File: config.mk
export PLATFORM = sky130hd
export DESIGN_NAME = ordered_array_insert_delete_search_top
export DESIGN_NICKNAME = d
export VERILOG_FILES = /design/src/hdl/oaids_pkg.sv /design/src/hdl/oaids_cell.sv /design/src/hdl/ordered_array_insert_delete_search_top.sv
export SDC_FILE = /design/constraint.sdc
export NUM_CORES = 1
export LEC_CHECK = 0
export ABC_CLOCK_PERIOD_IN_PS = 11640
export BUFFER_PORTS_ARGS = -buffer_cell sky130_fd_sc_hd__buf_2
export CAP_MARGIN = 25
export CORE_AREA = 3 3 285 287
export CTS_CLUSTER_SIZE = 40
export DETAILED_ROUTE_END_ITERATION = 16
export DIE_AREA = 0 0 288 290
export GPL_TIMING_DRIVEN = 1
export SLEW_MARGIN = 20
export SYNTH_ARGS = -nofsm -noshare
export SYNTH_HDL_FRONTEND = slang
export SYNTH_HIERARCHICAL = 1
export SYNTH_SLANG_ARGS = --single-unit
File: constraint.sdc
create_clock -name clk -period 11.64 [get_ports clk]
set_input_delay 1.164 -clock clk [delete_from_list [all_inputs] [get_ports clk]]
set_output_delay 1.164 -clock clk [all_outputs]
set_load 0.01 [all_outputs]
File: src/hdl/oaids_pkg.sv
// ---------------------------------------------------------------------------
// oaids_pkg - shared types for the ordered array list
// Operation and status codes, and the control word broadcast to each cell.
// ---------------------------------------------------------------------------
package oaids_pkg;

	typedef enum logic [1:0] {
		FUNC_INSERT = 2'd0,
		FUNC_DELETE = 2'd1,
		FUNC_SEARCH = 2'd2
	} func_e_t;

	typedef enum logic [1:0] {
		ST_OK       = 2'd0,
		ST_BADPOS   = 2'd1,
		ST_FULL     = 2'd2,
		ST_MISSING  = 2'd3
	} status_e_t;

	// qualified operation, broadcast to every cell in the cycle a word is taken
	typedef struct packed {
		logic load;
		logic ins;
		logic del;
		logic srch;
	} cell_ctrl_t;

endpackage

File: src/hdl/oaids_cell.sv
// ---------------------------------------------------------------------------
// oaids_cell - one list entry
// Holds one entry, shifts from its neighbours on insert and delete, and
// registers an equality match against the search word.
// ---------------------------------------------------------------------------
module oaids_cell import oaids_pkg::*; #(
	parameter int WORD_WIDTH = 32,
	parameter int PW         = 5,
	parameter int IDX        = 0
) (
	input  logic                  clk,
	input  cell_ctrl_t            ctrl,
	input  logic [PW-1:0]         pos,
	input  logic [PW-1:0]         len,
	input  logic [WORD_WIDTH-1:0] word,
	input  logic [WORD_WIDTH-1:0] left,
	input  logic [WORD_WIDTH-1:0] right,
	output logic [WORD_WIDTH-1:0] entry,
	output logic                  match
);

	localparam logic [PW-1:0] MY_IDX = PW'(IDX);

	logic [WORD_WIDTH-1:0] entry_q;
	logic                  match_q;

	always_ff @(posedge clk) begin
		if (ctrl.ins) begin
			if (MY_IDX == pos) begin
				entry_q <= word;
			end else if (MY_IDX > pos) begin
				entry_q <= left;
			end
		end else if (ctrl.del && (MY_IDX >= pos)) begin
			entry_q <= right;
		end
	end

	// only entries below the pre-operation count take part in a search
	always_ff @(posedge clk) begin
		if (ctrl.load) begin
			match_q <= ctrl.srch && (entry_q == word) && (MY_IDX < len);
		end
	end

	assign entry = entry_q;
	assign match = match_q;

endmodule

File: src/hdl/ordered_array_insert_delete_search_top.sv
// ---------------------------------------------------------------------------
// ordered_array_insert_delete_search_top - dense list with insert/delete/search
// A row of cells holds the list; each operation updates all cells at once.
// ---------------------------------------------------------------------------
// Usage:
//   Input channel (in_valid/in_stall) takes one operation word: func, pos and
//   value. Output channel (out_valid/out_stall) gives one result word per
//   operation: status, index and the entry count after the operation.
//   A word is accepted on a rising edge with valid high and stall low.
//   Insert and delete shift the cells at and above pos in the edge the word
//   is taken; search registers a match bit in every cell in that edge, and the
//   lowest matching cell is picked into the output register on advance.
//   Each word is registered in the search stage and then in the output
//   register, where out_valid rises. Throughput: one operation per cycle while
//   out_stall is low, set by the single shift/compare step in the cells.
//   When out_stall is held the output register and the search stage fill,
//   then in_stall rises; nothing is dropped.
//   Reset clears the entry count and both valid flags; entry contents are
//   undefined until written and are never read before that.
// ---------------------------------------------------------------------------
module ordered_array_insert_delete_search_top import oaids_pkg::*; #(
	parameter int DEPTH      = 16,
	parameter int WORD_WIDTH = 32
) (
	input  logic                         clk,
	input  logic                         arst_n,
	input  logic                         in_valid,
	output logic                         in_stall,
	input  logic [1:0]                   func,
	input  logic [$clog2(DEPTH+1)-1:0]   pos,
	input  logic signed [31:0]           value,
	output logic                         out_valid,
	input  logic                         out_stall,
	output logic [1:0]                   status,
	output logic [$clog2(DEPTH)-1:0]     index,
	output logic [$clog2(DEPTH+1)-1:0]   count
);

	localparam int CW = $clog2(DEPTH + 1);
	localparam int IW = $clog2(DEPTH);

	logic [63:0]           value_ext;
	logic [WORD_WIDTH-1:0] word;
	logic                  accept;
	logic                  advance;
	logic                  out_free;
	logic                  pos_ins_ok;
	logic                  pos_del_ok;
	logic                  full;
	cell_ctrl_t            ctrl;
	status_e_t             status_d;
	logic [CW-1:0]         length_d;

	logic [CW-1:0]         length_q;

	logic                  valid_s1;
	logic                  srch_s1;
	status_e_t             status_s1;
	logic [CW-1:0]         count_s1;

	logic                  out_valid_q;
	status_e_t             status_q;
	logic [IW-1:0]         index_q;
	logic [CW-1:0]         count_q;

	logic [WORD_WIDTH-1:0] entry_w [DEPTH];
	logic [DEPTH-1:0]      match_w;
	logic                  hit;
	logic [IW-1:0]         first_idx;

	// sign-extend, then keep the stored width
	assign value_ext = {{32{value[31]}}, value};
	assign word      = value_ext[WORD_WIDTH-1:0];

	assign out_free = !out_valid_q || !out_stall;
	assign advance  = valid_s1 && out_free;
	assign in_stall = valid_s1 && !out_free;
	assign accept   = in_valid && !in_stall;

	assign pos_ins_ok = (pos <= length_q);
	assign pos_del_ok = (pos < length_q);
	assign full       = (length_q == CW'(DEPTH));

	always_comb begin
		ctrl      = '0;
		ctrl.load = accept;
		status_d  = ST_BADPOS;
		length_d  = length_q;
		case (func_e_t'(func))
			FUNC_INSERT: begin
				if (!pos_ins_ok) begin
					status_d = ST_BADPOS;
				end else if (full) begin
					status_d = ST_FULL;
				end else begin
					status_d = ST_OK;
					ctrl.ins = accept;
					length_d = length_q + CW'(1);
				end
			end
			FUNC_DELETE: begin
				if (pos_del_ok) begin
					status_d = ST_OK;
					ctrl.del = accept;
					length_d = length_q - CW'(1);
				end
			end
			FUNC_SEARCH: begin
				status_d  = ST_MISSING;
				ctrl.srch = accept;
			end
			default: begin
				status_d = ST_BADPOS;
			end
		endcase
	end

	always_ff @(posedge clk or negedge arst_n) begin
		if (!arst_n) begin
			length_q    <= '0;
			valid_s1    <= 1'b0;
			out_valid_q <= 1'b0;
		end else begin
			if (accept) begin
				length_q <= length_d;
			end
			if (accept) begin
				valid_s1 <= 1'b1;
			end else if (advance) begin
				valid_s1 <= 1'b0;
			end
			if (advance) begin
				out_valid_q <= 1'b1;
			end else if (!out_stall) begin
				out_valid_q <= 1'b0;
			end
		end
	end

	always_ff @(posedge clk) begin
		if (accept) begin
			srch_s1   <= ctrl.srch;
			status_s1 <= status_d;
			count_s1  <= length_d;
		end
	end

	genvar k;
	generate
		for (k = 0; k < DEPTH; k++) begin : g_cell
			logic [WORD_WIDTH-1:0] left_w;
			logic [WORD_WIDTH-1:0] right_w;
			if (k == 0) begin : g_first
				assign left_w = word;
			end else begin : g_mid_l
				assign left_w = entry_w[k-1];
			end
			if (k == DEPTH - 1) begin : g_last
				assign right_w = entry_w[k];
			end else begin : g_mid_r
				assign right_w = entry_w[k+1];
			end
			oaids_cell #(
				.WORD_WIDTH (WORD_WIDTH),
				.PW         (CW),
				.IDX        (k)
			) u_cell (
				.clk   (clk),
				.ctrl  (ctrl),
				.pos   (pos),
				.len   (length_q),
				.word  (word),
				.left  (left_w),
				.right (right_w),
				.entry (entry_w[k]),
				.match (match_w[k])
			);
		end
	endgenerate

	// lowest matching cell wins
	always_comb begin
		hit       = |match_w;
		first_idx = '0;
		for (int i = DEPTH - 1; i >= 0; i--) begin
			if (match_w[i]) begin
				first_idx = IW'(i);
			end
		end
	end

	always_ff @(posedge clk) begin
		if (advance) begin
			count_q <= count_s1;
			if (srch_s1 && hit) begin
				status_q <= ST_OK;
				index_q  <= first_idx;
			end else begin
				status_q <= status_s1;
				index_q  <= '0;
			end
		end
	end

	assign out_valid = out_valid_q;
	assign status    = status_q;
	assign index     = index_q;
	assign count     = count_q;

`ifndef ASSERT_OFF
	a_len_bound: assert property (@(posedge clk) disable iff (!arst_n)
		length_q <= CW'(DEPTH))
		else $error("entry count beyond depth");

	a_ctrl_onehot: assert property (@(posedge clk) disable iff (!arst_n)
		$onehot0({ctrl.ins, ctrl.del, ctrl.srch}))
		else $error("more than one operation broadcast");

	a_ins_grow: assert property (@(posedge clk) disable iff (!arst_n)
		ctrl.ins |=> length_q == $past(length_q) + CW'(1))
		else $error("insert did not grow the list");

	a_miss_index: assert property (@(posedge clk) disable iff (!arst_n)
		(out_valid_q && status_q != ST_OK) |-> index_q == '0)
		else $error("index set on a failed operation");
`endif

endmodule
==> summary.txt, run 1 <==
Placement
  • Dpl ws: around 5200 ps
  • IO Port Bufs: 55
  • Hpwl dp: roughly 75000 um
  • Gpl congestion: about 0.90

Synthesis
  • Yosys synthesis warning count: 6
  • Register area share after synthesis: 48.0%
  • Post-synth ARST share: 1.26%
  • Mapped Nets: about 3200
  • Mapped Cells: roughly 3200
  • Synth area leaders: edfxtp_1, mux2i_1, xor2_1
  • Mapped cell area: between 0.03 and 0.04 sq mm
  • Top cell type's share of synthesized area: between 40% and 50%
  • Main synth FF type: edfxtp_1
  • Mapped Avg Cell Area: about 11 sq um
  • Number of flops mapped to enable cells by yosys: 547
  • FF+latch count, synth: 554
  • Largest area contributor in the synthesized netlist: edfxtp_1
  • Synth cell types: between 70 and 80

Critical path
  • Worst reg2reg path depth: 12
  • Crit end category: flop
  • FF-to-FF Start: length_q[3]$_DFFE_PN0P_
  • Worst Path Buf+Inv: 4
  • Worst Path Max Fanout: 260
  • Cell family with most CP delay: buffers and inverters
  • Delay of the slowest critical-path stage: around 860 ps
  • Reg2reg setup slack: ~6300 ps
  • Reg-to-Reg End: g_cell[7].u_cell/entry[16]$_DFFE_PP_
  • Critical Path AT: ~6100 ps
  • Kind of critical path: primary input to flop
  • Critical path depth in cells: 11
  • Startpoint Class: primary input
  • Worst Setup SP: pos[3]
  • Worst path required time: 11930 ps
  • Most used cell along the critical path: buf_4
  • Cell chain of the critical path: buf_2 > ha_1 > a21o_1 > a21oi_2 > a21o_4 > nand2_1 > nor3_2 > buf_4 > buf_4 > buf_12 > a21oi_1
  • Slowest CP cell: buf_4

Power
  • Maximum VDD drop: ~0.000090 V
  • Leakage: between 0.01 and 0.015 uW
  • Power per Cell Area: between 100 and 150 mW/mm^2

STA
  • RSZ-0062 raised after global routing: no
  • Fin Clk Skew: roughly 31 ps
  • Slew Limit Headroom: between 20% and 30%
  • Final worst slack: 5820 ps
  • Max-slew violations: 0
  • Min Clock Period, post-route: around 5800 ps
  • Worst-margin pin slew: between 1000 and 1500 ps
  • FMAX: between 150 and 200 MHz
  • Post-route setup TNS: 0 ps
  • Final hold violations: 0
  • Setup Viol. Count Final: 0
  • Final worst-path cycle share: 50.0%

Clocking
  • Hold-fix buffers, CTS: 0
  • TritonCTS clock tree: yes
  • Reg clk slew, reported paths: 60 ps
  • Clock Latency Late Sink: 610 ps
  • # resized after CTS: 0
  • Clk root buf: clkbuf_16
  • Clock sinks: approximately 550
  • Max clock buf depth: 3
  • Post-CTS setup buffer count: 0
  • Total CTS buffers: 66
  • H-Tree Depth: 3

Route
  • Routed Antenna Nets: 0
  • Routed met3 length: ~11000 um
  • Vias per inst: about 6.1
  • # DRC: 0
  • DR top layer: met5
  • DR WL met2: about 47000 um
  • Routed metal-1 wire length: approximately 48000 um
  • Iter 0 DRT Violations: 3077
  • Vias: roughly 26000
  • Wire per inst: 25.1 um
  • Routed wire length: 108000 um
  • First-pass DRT Iterations: 5

Flow run
  • Max Cap Viol: 0

Floorplanning
  • Core ar.: 0.0789 sq mm
  • Die ar.: 0.0835 sq mm
  • Die Wd: approximately 290 um
  • Ports: between 50 and 60
  • Num rows: around 100
  • Effective utilization at floorplan: between 40% and 50%
  • Die H: 290 um

Global route
  • Initial antenna violation count: 4
  • Remaining Overflow, GRT: 0
  • First-pass GRT wire length: ~160000 um
  • Vias in the first global route: 26065
  • GRT Total Usage: about a quarter
  • Largest net degree at the start of global routing: approximately 260

Layout
  • Multi-input logic area: roughly 0.017 sq mm
  • Layout Nets: approximately 3300
  • Share of layout cells above drive strength 1: ~8.5%
  • Storage element area: approximately 0.017 sq mm
  • Area grow syn2layout: 10.0%
  • Fill cells: ~7300

Outcome
  • Status: complete, no violations

Worst hold path
  • HP Class: primary input to asynchronous set/reset pin
[how the worst max path moves through the flow]
stage | end | slack, ps
detailed placement | g_cell[0].u_cell/entry[24]$_DFFE_PP_ | 5160
global placement | g_cell[0].u_cell/entry[7]$_DFFE_PP_ | 5290
global route | g_cell[2].u_cell/entry[24]$_DFFE_PP_ | 5580
finish | g_cell[7].u_cell/entry[16]$_DFFE_PP_ | 5820
CTS | g_cell[0].u_cell/entry[24]$_DFFE_PP_ | 5810
floorplan | g_cell[4].u_cell/entry[0]$_DFFE_PP_ | 4000
[logic make-up after synthesis]
group / Yosys count / synth area share, %
AOI/OAI and AO/OA: 591 / 9.24
DFF: 554 / 48.0
adders and majority gates: 7 / 0.253
muxes: 512 / 14.8
buffers and inverters: 183 / 3.43
and+or+nand+nor: 816 / 11.3
xor gates and xnor gates: 513 / 13.0
[Yosys cell counts (all sizes together) (4+ instances only)]
cell / n
a2111oi: 5
a211oi: 5
a21o: 5
a21oi: 525
buf: 81
clkbuf: 86
dfrtp: 7
edfxtp: 547
ha: 7
inv: 16
mux2i: 512
nand2: 21
nand2b: 6
nand3: 25
nand4: 39
nor2: 545
nor2b: 8
nor3: 34
nor4: 123
o2111ai: 4
o21a: 8
o21ai: 6
o21bai: 5
o31ai: 4
xnor2: 77
xor2: 436
[flip-flops by register name (all words and copies together), names as in the netlist]
name,cells
count_s1,5
g_cell.u_cell/entry,512
status,2
count,5
index,4
g_cell.u_cell/match,16
status_s1,2
length_q,5
valid_s1,1
out_valid,1
srch_s1,1
[power breakdown]
| part | switching [uW] | internal (uW) | leakage, uW |
|---|---|---|---|
| clock | 848 | 1190 | 0.00101 |
| combinational | 695 | 323 | 0.00820 |
| sequential | 94.0 | 2350 | 0.00504 |
[layer usage]
| layer | vias up | GRT usage (%) |
|---|---|---|
| met5 | - | 0 |
| met4 | 4 | 5.50 |
| met3 | 129 | 6.28 |
| met2 | 1160 | 37.3 |
| met1 | 13163 | 37.4 |
| li1 | 11704 | - |
[layout by cell type, fill, tap and decap left out, drive strengths merged, types with 34 or more instances in the layout]
cell / Yosys / layout
nor3: 34 / 34
mux2i: 512 / 512
edfxtp: 547 / 547
nor2: 545 / 545
xor2: 436 / 436
buf: 81 / 136
xnor2: 77 / 77
nor4: 123 / 123
nand4: 39 / 39
clkbuf: 86 / 91
a21oi: 525 / 525
[per-stage QoR]
stage	instance area [sq um]	total power (uW)	hold slack [ps]	cells	util [%]
2_1_floorplan	34600	3090	400	3176	-
6_report	38100	5500	409	4313	48.3
3_3_place_gp	35700	3440	404	4182	45.3
3_5_place_dp	35800	3470	405	4187	45.4
5_1_grt	38100	5700	399	4312	48.3
4_1_cts	37900	5510	375	4304	48.1
[final cells by class]
type,count,area share (%)
Clock buffer,91,4.92
Sequential cell,554,43.6
Antenna cell,1,0.00657
Inverter,16,0.158
Timing Repair Buffer,136,2.80
Multi-Input combinational cell,2439,44.5
Clock inverter,26,0.536
Tap cell,1050,3.45
No activity file was read; power rests on OpenSTA's default activity.
==> run 2: changes to the inputs <==
--- a/config.mk
+++ b/config.mk
@@ -5,13 +5,14 @@
 export SDC_FILE = /design/constraint.sdc
 export NUM_CORES = 1
 export LEC_CHECK = 0
-export ABC_CLOCK_PERIOD_IN_PS = 11640
+export ABC_AREA = 1
+export ABC_CLOCK_PERIOD_IN_PS = 4800
 export BUFFER_PORTS_ARGS = -buffer_cell sky130_fd_sc_hd__buf_2
 export CAP_MARGIN = 25
-export CORE_AREA = 3 3 285 287
+export CORE_AREA = 3 3 305 307
 export CTS_CLUSTER_SIZE = 40
 export DETAILED_ROUTE_END_ITERATION = 16
-export DIE_AREA = 0 0 288 290
+export DIE_AREA = 0 0 308 310
 export GPL_TIMING_DRIVEN = 1
 export SLEW_MARGIN = 20
 export SYNTH_ARGS = -nofsm -noshare
==> constraint.sdc (replaced) <==
create_clock -name clk -period 4.8 [get_ports clk]
set_input_delay 0.48 -clock clk [delete_from_list [all_inputs] [get_ports clk]]
set_output_delay 0.48 -clock clk [all_outputs]
set_load 0.01 [all_outputs]
==> summary.txt, run 2 <==
Layout
  • Fill cells: 9114 (+25%)
  • Number of flip-flops in the largest register: 512 (unchanged)
  • Area of all placed cells without fillers: 0.0433 sq mm (+14%)
  • Final cell count without fillers: 6785 (+57%)
  • Layout Nets: 5609 (+72%)
  • Leading cell type in the layout, fill and taps excluded: nand2_1
  • Highest-count cells in the layout ignoring fill and taps: nand2_1, inv_1, nor2_1, edfxtp_1, a21oi_1
  • Area grow syn2layout: 9.08%
  • Share of layout cells above drive strength 1: 9.29% (+0.83 points)

Critical path
  • FF-to-FF Start: length_q[1]$_DFFE_PN0P_
  • Startpoint Class: flop
  • Crit end category: flop
  • Worst path required time: 5270 ps (-6660 ps)
  • Kind of critical path: flop to flop
  • Critical Path AT: 4370 ps (-1740 ps)
  • Worst reg2reg path depth: 13 (+1)
  • Worst Path Max Fanout: 80 (-69%)
  • Reg-to-Reg End: g_cell[8].u_cell/entry[6]$_DFFE_PP_
  • Reg2reg setup slack: 900 ps (-5400 ps)

Synthesis
  • Cell with the most instances after synthesis: nand2_1
  • Mapped Avg Cell Area: 7.15 sq um (-34%)
  • Synth cell types: 59 (-21%)
  • FF+latch count, synth: 554 (unchanged)
  • Register area share after synthesis: 41.9% (-6.1 points)
  • Mapped Cells: 5548 (+75%)
  • Top cell type's share of synthesized area: 41.4% (-6.0 points)
  • Post-synth ARST share: 1.26% (unchanged)
  • Largest area contributor in the synthesized netlist: edfxtp_1
  • Mapped cell area: 0.0397 sq mm (+15%)
  • Synth area leaders: edfxtp_1, nand2_1, inv_1
  • Synth top cells by count: nand2_1, inv_1, nor2_1
  • Main synth FF type: edfxtp_1
  • Mapped Nets: 5598 (+74%)
  • Number of flops mapped to enable cells by yosys: 547 (unchanged)
  • Yosys synthesis warning count: 6 (unchanged)

Outcome
  • Status: complete, no violations

Placement
  • IO Port Bufs: 55 (unchanged)
  • Hpwl dp: 111000 um (+48%)
  • Placed Area: 0.0410 sq mm (+15%)
  • Gpl congestion: 0.918 (+1.9%)
  • Placed Cells: 6660 (+59%)

Floorplanning
  • Effective utilization at floorplan: 43.9% (about the same)
  • Die H: 310 um (+6.9%)
  • Die Wd: 308 um (+6.9%)
  • Core ar.: 0.0903 sq mm (+14%)
  • Die ar.: 0.0955 sq mm (+14%)
  • Num rows: 110 (+6.8%)
  • Ports: 56 (unchanged)

Clocking
  • Clock Latency Late Sink: 630 ps (+20 ps)
  • # resized after CTS: 0 (unchanged)
  • Clock sinks: 554 (unchanged)
  • Total CTS buffers: 68 (+3.0%)
  • Reg clk slew, reported paths: 70 ps (about the same)
  • Max clock buf depth: 3 (unchanged)
  • H-Tree Depth: 3 (unchanged)
  • Clk root buf: clkbuf_16
  • TritonCTS clock tree: yes

STA
  • Min Clock Period, post-route: just under 4000 ps
  • Fin Clk Skew: 22.9 ps (-8.28 ps)
  • Setup Viol. Count Final: 0 (unchanged)
  • RSZ-0062 raised after global routing: no
  • Final hold violations: 0 (unchanged)
  • FMAX: 256 MHz
  • Post-route setup TNS: 0 ps (unchanged)
  • WHS: 94.0 ps (-315 ps)
  • Final worst-path cycle share: between 80 and 90%
  • Max-slew violations: 0 (unchanged)
  • Worst-margin pin slew: 1010 ps (-44.7 ps)
  • Slew Limit Headroom: 32.6% (+4.7 points)

Global route
  • Initial antenna violation count: 3 (-1)
  • Remaining Overflow, GRT: 0 (unchanged)
  • GRT Total Usage: 32.1% (+6.9 points)
  • First-pass GRT wire length: 232000 um (+42%)
  • Vias in the first global route: 35577 (+36%)
  • Largest net degree at the start of global routing: 115 (-56%)

Worst hold path
  • HP Class: primary input to flop
  • Worst Hold Endpoint: out_valid$_DFFE_PN0P_
  • Hold_sp: out_stall
  • Hold path depth: 3

Route
  • Vias per inst: 5.64 (-7.0%)
  • # DRC: 0 (unchanged)
  • Routed wire length: 157000 um (+45%)
  • Vias: 38293 (+46%)
  • First-pass DRT Iterations: 6 (+1)
  • Iter 0 DRT Violations: 5623 (+83%)
  • Routed Antenna Nets: 0 (unchanged)
  • Wire per inst: 23.1 um (-8.0%)

Power
  • Power per Cell Area: 320 mW/mm^2 (+120%)
  • Maximum VDD drop: 0.000233 V (+160%)
  • Leakage: 0.0198 uW (+39%)

Flow run
  • Max Cap Viol: 0 (unchanged)
-- run 2: repair_timing --
| item | CTS | global route |
|---|---|---|
| hold buffers | 1 | 0 |
| endpoints found under the hold margin | 7 | 0 |
| buffers inserted | 0 | 0 |
-- run 2: critical path, cell delays in order, from the launching register on --
cell	delay (ps)
dfrtp_1	710
inv_1	250
ha_1	330
nand2_1	110
nor2_4	50
nand2_2	80
nand3_4	150
nand2_8	140
nand3_4	90
nor2_4	280
buf_4	330
buf_4	770
o21ai_0	260
o21ai_1	180
-- run 2: per-stage QoR --
step	setup WS (ps)	util, %	power, uW
finish	901	47.9	13800
global route	515	47.9	14300
CTS	949	47.8	13800
detailed placement	968	45.5	8630
global placement	990	45.4	8590
floorplan	77.8	-	7530
-- run 2: layer usage --
layer,global-route usage (%),up-vias,wire length [um]
met2,50.3,2136,69500
met1,44.4,18006,64200
met4,13.6,0,6990
met5,0,-,0
li1,-,17805,-
met3,5.15,346,15900
-- run 2: kinds of logic (layout without fill, tap and decap cells) --
group / count (synthesis) / after routing / synth area share, %
AO/OA/AOI/OAI: 950 / 950 / 14.3
XOR/XNOR: 139 / 139 / 3.09
adder cells (fa/ha/maj): 7 / 7 / 0.221
buffers and inverters: 947 / 1006 / 10.4
flip-flops: 554 / 554 / 41.9
other: 0 / 2 / 0
AND/OR/NAND/NOR: 2951 / 2951 / 30.2
-- run 2: how the worst max path moves through the flow --
stage | start | end | slack (ps) | cells past startpoint
floorplan | length_q[4]$_DFFE_PN0P_ | g_cell[4].u_cell/entry[0]$_DFFE_PP_ | 80 | 10
global placement | pos[4] | g_cell[11].u_cell/entry[12]$_DFFE_PP_ | 990 | 12
detailed placement | length_q[1]$_DFFE_PN0P_ | g_cell[8].u_cell/entry[6]$_DFFE_PP_ | 970 | 13
CTS | length_q[1]$_DFFE_PN0P_ | g_cell[13].u_cell/entry[27]$_DFFE_PP_ | 950 | 13
global route | length_q[1]$_DFFE_PN0P_ | g_cell[8].u_cell/entry[0]$_DFFE_PP_ | 510 | 13
finish | length_q[1]$_DFFE_PN0P_ | g_cell[8].u_cell/entry[6]$_DFFE_PP_ | 900 | 13
-- run 2: final cells by class --
cell class / instances / area (sq um) / share of cell area, %
flip-flops and latches: 554 / 16600 / 38.4
clock inverters: 35 / 279 / 0.645
diodes: 2 / 5.00 / 0.0116
repair buffers: 165 / 1220 / 2.82
multi-input cells: 4047 / 19100 / 44.2
well taps: 1176 / 1470 / 3.40
clock buffers: 83 / 1860 / 4.31
inverters: 723 / 2720 / 6.29
-- run 2: where the power goes --
| group | total, uW | internal, uW | switching, uW | leakage, uW |
|---|---|---|---|---|
| Combinational | 2740 | 780 | 1960 | 0.0138 |
| Clock | 5190 | 3010 | 2190 | 0.00104 |
| Sequential | 5890 | 5630 | 262 | 0.00505 |
